<file path="src/hdl/rre_pkg.sv">
// Shared types, constants and width helpers for the range run encoder.
package rre_pkg;

    localparam int VALUE_WIDTH = 32;
    localparam int FIELD_WIDTH = 32;
    localparam int QUEUE_DEPTH = 4;
    localparam int QPTR_WIDTH  = $clog2(QUEUE_DEPTH);
    localparam int QCNT_WIDTH  = $clog2(QUEUE_DEPTH + 1);

    localparam logic CMD_PUT   = 1'b0;
    localparam logic CMD_FLUSH = 1'b1;

    localparam logic ST_OK        = 1'b0;
    localparam logic ST_ORDER_ERR = 1'b1;

    typedef logic [VALUE_WIDTH-1:0] value_t;
    typedef logic [FIELD_WIDTH-1:0] field_t;

    typedef struct packed {
        logic   need_marker;
        logic   need_run;
        logic   need_delta;
        field_t run_val;
        field_t delta_val;
        logic   status;
        field_t total;
    } job_t;

    typedef struct packed {
        logic full;
        logic empty;
    } queue_status_t;

    function automatic value_t to_value(input field_t f);
        logic [63:0] t;
        t = 64'(f);
        return t[VALUE_WIDTH-1:0];
    endfunction

    function automatic field_t to_field(input value_t v);
        logic [63:0] t;
        t = 64'(v);
        return t[FIELD_WIDTH-1:0];
    endfunction

endpackage

</file>
<file path="src/hdl/rre_front.sv">
// Front part: takes transactions, updates the run state and builds a job per item.
module rre_front
(
    input  logic                  clk,
    input  logic                  rst_n,
    input  logic                  item_valid,
    output logic                  item_stall,
    input  logic                  command,
    input  rre_pkg::field_t       range_start,
    input  rre_pkg::field_t       range_end,
    input  rre_pkg::queue_status_t q_status,
    output logic                  push,
    output rre_pkg::job_t         push_job
);

    rre_pkg::value_t last_value_reg, last_value_next;
    rre_pkg::value_t open_run_reg, open_run_next;
    rre_pkg::value_t member_count_reg, member_count_next;

    rre_pkg::value_t s, e, len, back_dist, fwd_dist, grow;
    logic            run_some, run_many;

    assign item_stall = q_status.full;
    assign push       = item_valid && !q_status.full;

    always_comb
    begin
        s         = rre_pkg::to_value(range_start);
        e         = rre_pkg::to_value(range_end);
        len       = e - s;
        back_dist = last_value_reg - s;
        fwd_dist  = s - last_value_reg;
        grow      = e - last_value_reg;
        run_some  = open_run_reg != '0;
        run_many  = run_some && (open_run_reg != rre_pkg::VALUE_WIDTH'(1));

        last_value_next   = last_value_reg;
        open_run_next     = open_run_reg;
        member_count_next = member_count_reg;

        push_job             = '0;
        push_job.status      = rre_pkg::ST_OK;
        push_job.run_val     = rre_pkg::to_field(open_run_reg);
        push_job.delta_val   = rre_pkg::to_field(fwd_dist);

        if (command == rre_pkg::CMD_FLUSH)
        begin
            push_job.need_marker = run_many;
            push_job.need_run    = run_some;
            open_run_next        = '0;
        end
        else if (e < s)
        begin
            push_job.status = rre_pkg::ST_ORDER_ERR;
        end
        else if (s < last_value_reg)
        begin
            if (back_dist > open_run_reg)
            begin
                push_job.status = rre_pkg::ST_ORDER_ERR;
            end
            else if (e > last_value_reg)
            begin
                open_run_next     = open_run_reg + grow;
                member_count_next = member_count_reg + grow;
                last_value_next   = e;
            end
        end
        else if (s == last_value_reg)
        begin
            last_value_next   = e;
            open_run_next     = open_run_reg + len;
            member_count_next = member_count_reg + len;
        end
        else
        begin
            if (fwd_dist == rre_pkg::VALUE_WIDTH'(1))
            begin
                open_run_next = open_run_reg + len + rre_pkg::VALUE_WIDTH'(1);
            end
            else
            begin
                push_job.need_marker = run_many;
                push_job.need_run    = run_some;
                push_job.need_delta  = 1'b1;
                open_run_next        = len;
            end
            last_value_next   = e;
            member_count_next = member_count_reg + len + rre_pkg::VALUE_WIDTH'(1);
        end

        push_job.total = rre_pkg::to_field(member_count_next);
    end

    always_ff @(posedge clk or negedge rst_n)
    begin
        if (!rst_n)
        begin
            last_value_reg   <= '0;
            open_run_reg     <= '0;
            member_count_reg <= '0;
        end
        else if (push)
        begin
            last_value_reg   <= last_value_next;
            open_run_reg     <= open_run_next;
            member_count_reg <= member_count_next;
        end
    end

endmodule

</file>
<file path="src/hdl/rre_queue.sv">
// Job queue between the front and back parts.
module rre_queue
(
    input  logic                   clk,
    input  logic                   rst_n,
    input  logic                   push,
    input  rre_pkg::job_t          push_job,
    input  logic                   pop,
    output rre_pkg::job_t          pop_job,
    output rre_pkg::queue_status_t q_status
);

    rre_pkg::job_t                    mem_reg [rre_pkg::QUEUE_DEPTH];
    logic [rre_pkg::QPTR_WIDTH-1:0]   wr_ptr_reg, rd_ptr_reg;
    logic [rre_pkg::QCNT_WIDTH-1:0]   count_reg, count_next;

    assign q_status.full  = count_reg == rre_pkg::QCNT_WIDTH'(rre_pkg::QUEUE_DEPTH);
    assign q_status.empty = count_reg == '0;
    assign pop_job        = mem_reg[rd_ptr_reg];

    always_comb
    begin
        count_next = count_reg;
        if (push && !pop)
        begin
            count_next = count_reg + rre_pkg::QCNT_WIDTH'(1);
        end
        else if (pop && !push)
        begin
            count_next = count_reg - rre_pkg::QCNT_WIDTH'(1);
        end
    end

    always_ff @(posedge clk)
    begin
        if (push)
        begin
            mem_reg[wr_ptr_reg] <= push_job;
        end
    end

    always_ff @(posedge clk or negedge rst_n)
    begin
        if (!rst_n)
        begin
            wr_ptr_reg <= '0;
            rd_ptr_reg <= '0;
            count_reg  <= '0;
        end
        else
        begin
            if (push)
            begin
                wr_ptr_reg <= wr_ptr_reg + rre_pkg::QPTR_WIDTH'(1);
            end
            if (pop)
            begin
                rd_ptr_reg <= rd_ptr_reg + rre_pkg::QPTR_WIDTH'(1);
            end
            count_reg <= count_next;
        end
    end

    assert property (@(posedge clk) disable iff (!rst_n)
        !(push && q_status.full && !pop))
        else $error("push into full queue");

    assert property (@(posedge clk) disable iff (!rst_n)
        !(pop && q_status.empty))
        else $error("pop from empty queue");

    assert property (@(posedge clk) disable iff (!rst_n)
        (push && !pop) |=> !q_status.empty)
        else $error("queue empty after push");

endmodule

</file>
<file path="src/hdl/rre_back.sv">
// Back part: plays out each job as one to three result transactions.
module rre_back
(
    input  logic                   clk,
    input  logic                   rst_n,
    input  rre_pkg::queue_status_t q_status,
    input  rre_pkg::job_t          pop_job,
    output logic                   pop,
    output logic                   result_valid,
    input  logic                   result_stall,
    output logic                   has_token,
    output rre_pkg::field_t        token_value,
    output logic                   status,
    output rre_pkg::field_t        member_total,
    output logic                   last_of_run
);

    rre_pkg::job_t cur_reg, cur_next;
    logic          cur_valid_reg, cur_valid_next;
    logic          take;

    assign result_valid = cur_valid_reg;
    assign status       = cur_reg.status;
    assign member_total = cur_reg.total;
    assign take         = cur_valid_reg && !result_stall;

    always_comb
    begin
        has_token   = 1'b1;
        token_value = '0;
        cur_next    = cur_reg;
        if (cur_reg.need_marker)
        begin
            cur_next.need_marker = 1'b0;
        end
        else if (cur_reg.need_run)
        begin
            token_value       = cur_reg.run_val;
            cur_next.need_run = 1'b0;
        end
        else if (cur_reg.need_delta)
        begin
            token_value         = cur_reg.delta_val;
            cur_next.need_delta = 1'b0;
        end
        else
        begin
            has_token = 1'b0;
        end
        last_of_run = $countones({cur_reg.need_marker, cur_reg.need_run,
                                  cur_reg.need_delta}) <= 1;

        pop            = !q_status.empty && (!cur_valid_reg || (take && last_of_run));
        cur_valid_next = cur_valid_reg;
        if (pop)
        begin
            cur_next       = pop_job;
            cur_valid_next = 1'b1;
        end
        else if (take && last_of_run)
        begin
            cur_valid_next = 1'b0;
        end
        else if (!take)
        begin
            cur_next = cur_reg;
        end
    end

    always_ff @(posedge clk)
    begin
        cur_reg <= cur_next;
    end

    always_ff @(posedge clk or negedge rst_n)
    begin
        if (!rst_n)
        begin
            cur_valid_reg <= 1'b0;
        end
        else
        begin
            cur_valid_reg <= cur_valid_next;
        end
    end

    assert property (@(posedge clk) disable iff (!rst_n)
        (result_valid && !result_stall && !last_of_run) |=> result_valid)
        else $error("job dropped before its last result");

    assert property (@(posedge clk) disable iff (!rst_n)
        (result_valid && !has_token) |-> last_of_run)
        else $error("empty result not last");

    assert property (@(posedge clk) disable iff (!rst_n)
        (result_valid && status) |-> !has_token)
        else $error("rejected range carries a token");

endmodule

</file>
<file path="src/hdl/range_run_encoder_top.sv">
// Top level of the range run encoder.
//
//  channel | direction | handshake                 | payload
//  item    | in        | item_valid / item_stall     | command, range_start, range_end
//  result  | out       | result_valid / result_stall | has_token, token_value, status,
//          |           |                             | member_total, last_of_run
//
// An item is classified and the run state updated in the cycle it is taken.
// Each item yields one to three results, one per cycle on the result port while
// result_stall is low; a four-job queue sits between.
// Reset clears the run state and the queue at once; no clearing pass.
// item_stall rises only while the job queue is full.
module range_run_encoder_top
(
    input  logic            clk,
    input  logic            rst_n,
    input  logic            item_valid,
    output logic            item_stall,
    input  logic            command,
    input  rre_pkg::field_t range_start,
    input  rre_pkg::field_t range_end,
    output logic            result_valid,
    input  logic            result_stall,
    output logic            has_token,
    output rre_pkg::field_t token_value,
    output logic            status,
    output rre_pkg::field_t member_total,
    output logic            last_of_run
);

    rre_pkg::queue_status_t q_status;
    rre_pkg::job_t          push_job, pop_job;
    logic                   push, pop;

    rre_front u_front
    (
        .clk         (clk),
        .rst_n       (rst_n),
        .item_valid  (item_valid),
        .item_stall  (item_stall),
        .command     (command),
        .range_start (range_start),
        .range_end   (range_end),
        .q_status    (q_status),
        .push        (push),
        .push_job    (push_job)
    );

    rre_queue u_queue
    (
        .clk      (clk),
        .rst_n    (rst_n),
        .push     (push),
        .push_job (push_job),
        .pop      (pop),
        .pop_job  (pop_job),
        .q_status (q_status)
    );

    rre_back u_back
    (
        .clk          (clk),
        .rst_n        (rst_n),
        .q_status     (q_status),
        .pop_job      (pop_job),
        .pop          (pop),
        .result_valid (result_valid),
        .result_stall (result_stall),
        .has_token    (has_token),
        .token_value  (token_value),
        .status       (status),
        .member_total (member_total),
        .last_of_run  (last_of_run)
    );

endmodule

</file>
<file path="config.mk">
export PLATFORM = sky130hd
export DESIGN_NAME = range_run_encoder_top
export DESIGN_NICKNAME = d
export VERILOG_FILES = /design/src/hdl/rre_pkg.sv /design/src/hdl/rre_front.sv /design/src/hdl/rre_queue.sv /design/src/hdl/rre_back.sv /design/src/hdl/range_run_encoder_top.sv
export SDC_FILE = /design/constraint.sdc
export NUM_CORES = 1
export LEC_CHECK = 0
export BUFFER_PORTS_ARGS = -buffer_cell sky130_fd_sc_hd__buf_4
export CAP_MARGIN = 20
export CORE_ASPECT_RATIO = 0.5
export CORE_MARGIN = 2
export CORE_UTILIZATION = 30
export DETAILED_ROUTE_END_ITERATION = 6
export PLACE_DENSITY = 0.52
export SYNTH_ARGS = -nofsm -noshare
export SYNTH_HDL_FRONTEND = slang
export SYNTH_SLANG_ARGS = --single-unit
export TNS_END_PERCENT = 1
</file>
<file path="constraint.sdc">
create_clock -name clk -period 8.18 [get_ports clk]
set_input_delay 0.409 -clock clk [delete_from_list [all_inputs] [get_ports clk]]
set_output_delay 0.409 -clock clk [all_outputs]
set_load 0.005 [all_outputs]
</file>
==> impl_metrics.tcl <==
set metrics [dict create \
    ctsResizeCount 0 \
    yosysUniqueCellTypes 98 \
    synth_top_area_share 0.372 \
    core_sq_um 134000 \
    crit_fanout 17 \
    io_buffers 137 \
    p_clk_frac 0.265 \
    tightest_slew_ns 1.17 \
    drc 0 \
    p_int_mw 7.28 \
    holdCritPathClass "in -> reg" \
    crit_type "reg -> reg" \
    slowest_stage "nand2_1" \
    top_layer_used "met4" \
    p_sw_mw 3.75 \
    vias 32400 \
    rsz0062_at_grt "false" \
    drt_iter0_markers 3443 \
    htree_num_levels 2 \
    dieHeight_um 263 \
    largest_register_ff_count 400 \
    p_per_area_nw_per_um2 241 \
    synth_area_leaders "edfxtp_1 37%, ha_1 9.2%, dfrtp_1 6.5%" \
    grt-ovfl-total 0 \
    fmax_mhz 134 \
    hold_path_end "u_back.cur_reg[99]$_SDFFCE_PN0P_" \
    firstDrtPassIters 5 \
    r2r-start "u_front.last_value_reg[2]$_DFFE_PN0P_" \
    maxSlewHeadroom 0.215 \
    hpwl_um 109000 \
    drt-met1-wl_um 66900 \
    required_ns 8.77 \
    power.leakage_nw 18.3 \
    cts_sinks 604 \
    synth-async-reset-ratio 0.172 \
    crit_path_max_incr_delay_ns 0.64 \
    routed_wirelength_um 143000 \
    final_cell_mix "500 x edfxtp_1, 296 x ha_1, 267 x nand2_1" \
    synth_edf_count 500 \
    worstReg2RegEnd "u_front.open_run_reg[23]$_DFFE_PN0P_" \
    crit_path_start_kind "register" \
    vias_per_cell 5.60 \
    endpoint_kind "register" \
    syn_area_sq_um 40300 \
    drive_gt1_frac 0.122 \
    clockBufferDepth 3 \
    status "complete, no violations" \
    rr_worst_depth 25 \
    drv_slew 0 \
    dieArea_sq_um 138000 \
    skew_ns 0.0299 \
    die_width_um 523 \
    post-route-period-util 0.912 \
    wl_met3_um 11600 \
    clk_pin_slew_ns 0.07 \
    grt_first_pass_wirelength_um 208000 \
    postCtsSetupRepairBufs 0 \
    area_delta_synth_final_pct 13.5 \
    ys_ff_latch 604 \
    fp-row-count 95 \
    synth_nets 4192 \
    cp.arrival_ns 8.05 \
    hold_slack_ns 0.134 \
    ys.flop_type "edfxtp_1" \
    hold_depth 2 \
    layout.nets 4305 \
    setup_tns_ns 0 \
    timing_hold_violations_final 0 \
    p_sw_frac 0.340 \
    ir_worst_vdd_v 0.000243 \
    ant_nets 0 \
    cpMostUsedCell "o21ai_0" \
    ys_seq_area_frac 0.437 \
    netlist_instances 3818 \
    final_common_cell "edfxtp_1" \
    hp-start "result_stall" \
    rrSetupSlack_ns 0.72 \
    grt_antenna_before_repair 14 \
    finalSetupViolCount 0 \
    avgSynthCellArea_sq_um 10.6 \
    wl_per_cell_um 24.8 \
    cts_buffers 61 \
    io_pins 138 \
    synth-warning-count 0 \
    yosysTopAreaCell "edfxtp_1" \
    clk_latency_ns 0.69 \
    p_comb_frac 0.328 \
    min_period_ns 7.46 \
    cts_tree "built" \
    grt_pass1_vias 30400 \
    floorplan.initialDensity 0.301 \
    met2_length_um 61400 \
    pwr-share-seq 0.408 \
    cts_root_buf "clkbuf_16" \
    grt_max_degree 93 \
    max_cap_violations 0 \
    grt_use_total 0.202 \
    place.gp.congestion 0.956 \
    hold_buffers 33 \
]
[synthesized netlist by cell type (24+ instances only)]
master / count
o211ai_1: 29
or3_1: 24
xnor2_1: 151
inv_1: 188
o21ai_1: 30
nor2_1: 240
mux2_2: 26
a31oi_1: 30
nand3_1: 80
edfxtp_1: 500
a22oi_1: 66
buf_4: 33
a211oi_1: 35
dfrtp_1: 104
a21o_1: 123
nor2b_1: 31
nor4_1: 29
mux4_2: 100
o21ai_0: 195
nor3_1: 86
nand2b_1: 35
and3_1: 144
o21bai_1: 45
ha_1: 296
clkbuf_1: 132
nand2_1: 268
nand4_1: 58
o21a_1: 47
xor2_1: 75
a21oi_1: 267
[worst max path at each step]
stage,from,to,slack [ns]
5_1_grt,range_end[0],u_queue.mem_reg[3][31]$_DFFE_PP_,0.34
4_1_cts,u_front.last_value_reg[2]$_DFFE_PN0P_,u_front.open_run_reg[23]$_DFFE_PN0P_,0.99
3_5_place_dp,range_start[2],u_front.open_run_reg[23]$_DFFE_PN0P_,0.86
6_report,u_front.last_value_reg[2]$_DFFE_PN0P_,u_front.open_run_reg[23]$_DFFE_PN0P_,0.72
2_1_floorplan,range_start[6],u_queue.mem_reg[0][31]$_DFFE_PP_,2.25
3_3_place_gp,range_start[12],u_queue.mem_reg[2][31]$_DFFE_PP_,0.86
[layout make-up]
class / instances / area [sq um]
Antenna cell: 5 / 12.5
Clock buffer: 76 / 1610
Clock inverter: 39 / 448
Fill cell: 13600 / 88100
Inverter: 190 / 716
Multi-Input combinational cell: 2830 / 21200
Sequential cell: 604 / 17600
Tap cell: 1794 / 2240
Timing Repair Buffer: 244 / 1950
[power by group through the flow]
stage | Clock, mW | Combinational [mW] | Sequential [mW]
after floorplan | 0 | 2.46 | 4.42
after global placement | 0 | 3.61 | 4.55
after detailed placement | 0 | 3.63 | 4.57
after CTS | 2.97 | 3.65 | 4.51
after global routing | 3.08 | 3.92 | 4.56
final | 2.92 | 3.61 | 4.49
[critical path: cells and delay by family, from the launching register on]
family | cells | cell delay, ns
flops | 1 | 0.39
fa+ha+maj | 2 | 0.77
compound gates | 16 | 3.96
xor+xnor | 1 | 0.22
simple gates | 4 | 1.41
buf+inv | 2 | 0.54
[cells by family after synthesis]
group / share of synthesized area
compound gates: 0.174
fa+ha+maj: 0.0963
flops: 0.437
mux: 0.0663
buf+inv: 0.0397
xor+xnor: 0.0502
simple gates: 0.137
[routing by layer]
metal | up-vias | GRT usage
met4 | 0 | 0.0472
met1 | 16300 | 0.302
met5 | - | 0
met2 | 1189 | 0.300
li1 | 14700 | -
met3 | 173 | 0.0352
[metrics by stage]
step	worst slack, ns	cell area (sq um)	util	power, mW	std cells
after global routing	0.337	45800	0.342	11.6	5779
final	0.724	45800	0.342	11.0	5782
after detailed placement	0.855	43400	0.324	8.20	5627
after CTS	0.986	45700	0.342	11.1	5775
after global placement	0.860	43300	0.324	8.16	5624
after floorplan	2.25	40300	-	6.88	3818
(Power assumes the default switching activity.)
